### src/hdl/lsc_pkg.sv
package lsc_pkg;

    localparam int DEF_MAX_SETS  = 2048;
    localparam int DEF_MAX_WAYS  = 8;
    localparam int DEF_ADDR_BITS = 32;

    localparam int ADDR_W   = 32;
    localparam int CFG_IDX_W = 2;
    localparam int CFG_DATA_W = 4;

    localparam logic [CFG_IDX_W-1:0] CFG_OFFSET_BITS = 2'd0;
    localparam logic [CFG_IDX_W-1:0] CFG_INDEX_BITS  = 2'd1;
    localparam logic [CFG_IDX_W-1:0] CFG_WAY_COUNT   = 2'd2;

    localparam logic [2:0] OFFSET_RESET = 3'd3;
    localparam logic [2:0] OFFSET_MIN   = 3'd3;
    localparam logic [3:0] INDEX_RESET  = 4'd7;
    localparam logic [3:0] WAYS_RESET   = 4'd1;

    typedef enum logic [1:0] {
        ST_CLEAR,
        ST_IDLE,
        ST_LOOK
    } lsc_state_t;

    typedef struct packed {
        logic clr_we;
        logic accept;
        logic commit;
    } lsc_cmd_t;

    typedef struct packed {
        logic clr_last;
        logic out_busy;
    } lsc_status_t;

endpackage

### src/hdl/lsc_ctrl.sv
module lsc_ctrl (
    input  logic                clk,
    input  logic                rst_n,
    input  logic                in_valid,
    output logic                in_ready,
    input  lsc_pkg::lsc_status_t status,
    output lsc_pkg::lsc_cmd_t    cmd
);
    import lsc_pkg::*;

    lsc_state_t state_reg;
    lsc_state_t state_next;

    always_ff @(posedge clk or negedge rst_n)
    begin
        if (!rst_n)
        begin
            state_reg <= ST_CLEAR;
        end
        else
        begin
            state_reg <= state_next;
        end
    end

    always_comb
    begin
        state_next = state_reg;
        cmd        = '0;
        in_ready   = 1'b0;
        unique case (state_reg)
            ST_CLEAR:
            begin
                cmd.clr_we = 1'b1;
                if (status.clr_last)
                begin
                    state_next = ST_IDLE;
                end
            end
            ST_IDLE:
            begin
                in_ready   = 1'b1;
                cmd.accept = in_valid;
                if (in_valid)
                begin
                    state_next = ST_LOOK;
                end
            end
            ST_LOOK:
            begin
                // hold the item until the output register is free
                if (!status.out_busy)
                begin
                    cmd.commit = 1'b1;
                    state_next = ST_IDLE;
                end
            end
            default:
            begin
                state_next = ST_CLEAR;
            end
        endcase
    end

endmodule

### config.mk
export PLATFORM = sky130hd
export DESIGN_NAME = lsc_ctrl
export DESIGN_NICKNAME = d
export VERILOG_FILES = /design/src/hdl/lsc_pkg.sv /design/src/hdl/lsc_ctrl.sv
export SDC_FILE = /design/constraint.sdc
export NUM_CORES = 1
export LEC_CHECK = 0
export BUFFER_PORTS_ARGS = -buffer_cell sky130_fd_sc_hd__buf_2
export CAP_MARGIN = 5
export CORE_AREA = 10 10 47 49
export DETAILED_ROUTE_END_ITERATION = 16
export DIE_AREA = 0 0 57 59
export GPL_ROUTABILITY_DRIVEN = 1
export SYNTH_ARGS = -nofsm -noshare
export SYNTH_HDL_FRONTEND = slang
export SYNTH_SLANG_ARGS = --single-unit
export TNS_END_PERCENT = 50
### constraint.sdc
create_clock -name clk -period 1.3 [get_ports clk]
set_input_delay 0.26 -clock clk [delete_from_list [all_inputs] [get_ports clk]]
set_output_delay 0.26 -clock clk [all_outputs]
set_load 0.005 [all_outputs]
# ---- Word-level counts from Yosys, hierarchy flattened
# Index checks and enable logic that the tools add are counted.
dict set report classes {
  reduce_logical 2
  n_mux 9
  eq_ne 5
}
# operator n
set op_table {}
lappend op_table {{$mux 2} 3}
lappend op_table {{$ne 2x2->1 const B} 3}
lappend op_table {{$pmux 2 s3} 1}
lappend op_table {{$mux 1} 5}
lappend op_table {{$reduce_and 3->1} 1}
lappend op_table {{$eq 2x1->1 const B} 1}
lappend op_table {{$eq 2x2->1 const B} 1}
lappend op_table {{$logic_not 2->1} 1}
dict set report totals {
  in_bits 5
  out_inout_bits 4
  elab_cells 17
  regBits 2
}

# ---- Logic depth before layout (Yosys ltp)
dict set report depth {
  word_depth 3
  depth_mapped 2
  depth_no_buf 2
}

# ---- Worst setup path after synthesis
# Ideal clock, no wire load.
dict set report synth_timing {
  path_kind {register to output}
  from {register state_reg[1]}
  to {output port cmd[0] (netlist name)}
  path_stages_with_launch 3
  path_buffers 0
  setup_slack_ps 336
  required_time_ps 1040
  arrival_time_ps 704
  cell_sequence {dfrtp_1 > nor2b_1 > nor2b_1}
}
# element line_no
set synth_rtl {}
lappend synth_rtl {{start, declared} lsc_ctrl.sv:11} ;# lsc_state_t state_reg;
lappend synth_rtl {{start signal, assigned} lsc_ctrl.sv:22} ;# state_reg <= state_next;
lappend synth_rtl {{end, declared} lsc_ctrl.sv:7} ;# output lsc_pkg::lsc_cmd_t cmd

==> impl_metrics.yaml <==
placement:
  placed_area_um2: 172.7
  dp.cells: 36
  gp_congestion: 0.5391
  io_buffer_count: 8
clock_network:
  clk_path_buf_depth: 2
  cts-root-buf: "clkbuf_4"
  worstSkewPairLatency_ps: 220
  cts_tree: "built"
  cts_made_buffers: 3
  clkTransAtPathRegs_ps: 30
  cts_sinks: 2
  h-tree-depth: 1
yosys:
  synth_area_per_cell_um2: 9.384
  yosysTopAreaCell: "dfrtp_1"
  yosysMostFrequentCell: "nor2b_1"
  yosys_warnings: 0
  async_flop_share: 1.000
  netlist_area_um2: 112.6
  synth_common_cells: "nor2b_1 (4), dfrtp_1 (2)"
  synth_area_leaders: "dfrtp_1 (44%), nor2b_1 (22%), and3b_1 (7.8%), o31a_1 (7.8%), o21bai_1 (6.7%)"
  synthCells: 12
  synth.distinct_cells: 8
  synth_seq_cells: 2
  synth-edff-count: 0
  synth_top_area_share: 0.4444
  synthesis.nets: 17
  ys.flop_type: "dfrtp_1"
  ys_seq_area_frac: 0.4444
worst_setup_path:
  worstPathArrival_ps: 1000
  crit_path_end_kind: "output pin"
  crit_start: "state_reg[1]"
  reg2reg_depth: 3
  start_kind: "flop"
  r2r_slack_ps: 360
  worstPathRequired_ps: 1040
  path_class: "reg2out"
  r2r-end: "state_reg[0]"
  path_max_fanout: 4
  r2r-start: "state_reg[1]"
cells_and_area:
  n_antenna_cell: 0
  final_net_count: 32
  layoutNonFillerInstCount: 41
  largest_register_ff_count: 2
  drive_above_1_share: 0.6400
  areaGrowthSynthToFinish_pct: 100.0
  final_area_um2: 225.2
detailed_routing:
  avgViaCountPerCell: 3.439
  wirelength_um: 368
  ant_nets: 0
  wl_per_cell_um: 8.976
  drtIter0Drc: 0
  num_vias: 141
  post-route-drc-count: 0
  drt-pass1-iter-count: 1
floorplan:
  die_x_um: 57
  core-area_um2: 1401
  rows: 14
  start_util: 0.08036
  die-height_um: 59
  die-area_um2: 3363
  pin_count: 9
timing:
  hold_violations: 0
  fmax_mhz: 795.1
  maxSlewViolCount: 0
  fin_crit_sh: 0.9674
  max_slew_margin: 0.9059
  rsz0062_at_grt: "true"
  setup_viol: 0
  worst_pin_slew_ps: 139.6
  timing.hold.ws_ps: 309.8
  worst_clock_skew_ps: 0.3454
  finalCriticalPeriod_ps: 1258
worst_hold_path:
  holdPathStages: 3
  min_from: "status[0]"
  hp-class: "in2reg"
  min_to: "state_reg[1]"
run_status:
  outcome: "finished clean"
power_and_ir_drop:
  vdd_drop_max_v: 0.0004743
  finalPower_mw: 0.4810
  power_density_nw_per_um2: 2136
  p_leak_nw: 0.1077
global_routing:
  grt_pass1_wl_um: 690
  overflow: 0
  grt_pass1_vias: 160
  grt_usage: 0.02932
  grt_antenna_before_repair: 0
  grt_max_degree: 8
job:
  drv_cap: 0
[worst max path at each step]
stage	endpoint	slack, ps	depth (start not counted)
6_report	cmd[0]	40	3
3_3_place_gp	cmd[0]	170	3
3_5_place_dp	cmd[0]	170	3
4_1_cts	cmd[0]	0.8	3
2_1_floorplan	cmd[0]	340	2
5_1_grt	in_ready	-20	3
[metrics by stage]
stage	setup TNS [ps]	worst slack, ps	util
2_1_floorplan	0	335.8	-
6_report	0	42.37	0.1607
3_5_place_dp	0	168.3	0.1232
5_1_grt	-46.73	-18.19	0.1607
3_3_place_gp	0	174.1	0.1232
4_1_cts	0	0.8173	0.1527
[power breakdown]
group	leakage, nW	switching [mW]	internal [mW]
registers	0.0222	0.0389	0.0993
clock network	0.0138	0.0345	0.102
logic	0.0717	0.0781	0.128
[routing by layer]
layer  wire, µm  up-vias  global-route usage
li1           -       69                   -
met1        142       67             0.02243
met2        196        5             0.03721
met3         30        0             0.03433
met4          0        0             0.03020
met5          0        -                   0
[worst max-delay path, cell delays in order (launching register included)]
cell	delay [ps]
dfrtp_2	410
nor2b_4	130
nor2b_1	110
buf_2	120
[area by class of cell]
type	count	area, µm²
Clock buffer	3	22.52
Fill cell	169	1176
Multi-Input combinational cell	10	72.57
Sequential cell	2	52.55
Tap cell	16	20.02
Timing Repair Buffer	10	57.56
[cells in the final DEF, fill, tap and decap left out]
| cell | count |
|---|---|
| buf_2 | 8 |
| clkbuf_4 | 3 |
| nor2b_1 | 2 |
| dfrtp_2 | 2 |
| nor2_1 | 1 |
| nor2b_2 | 1 |
| and3b_1 | 1 |
| nor2b_4 | 1 |
| o21ai_0 | 1 |
| o31a_1 | 1 |
| nand2_1 | 1 |
| o21bai_1 | 1 |
| dlygate4sd3_1 | 1 |
| buf_4 | 1 |
[what timing repair did]
item | in CTS | in global routing
endpoints found under the setup margin | 1 | 4
endpoints found under the hold margin | 2 | 0
gates resized for setup | 1 | 4
hold buffers | 1 | 0
setup buffers | 1 | 0
[kinds of logic (layout without fill, tap and decap cells)]
| logic type | count (synthesis) | count (layout) | share of synthesized area |
|---|---|---|---|
| and+or+nand+nor | 7 | 7 | 0.3666 |
| AOI/OAI and AO/OA | 3 | 3 | 0.1889 |
| DFF | 2 | 2 | 0.4445 |
| buffers and inverters | 0 | 13 | 0 |
Power figures use the tool's default switching activity.
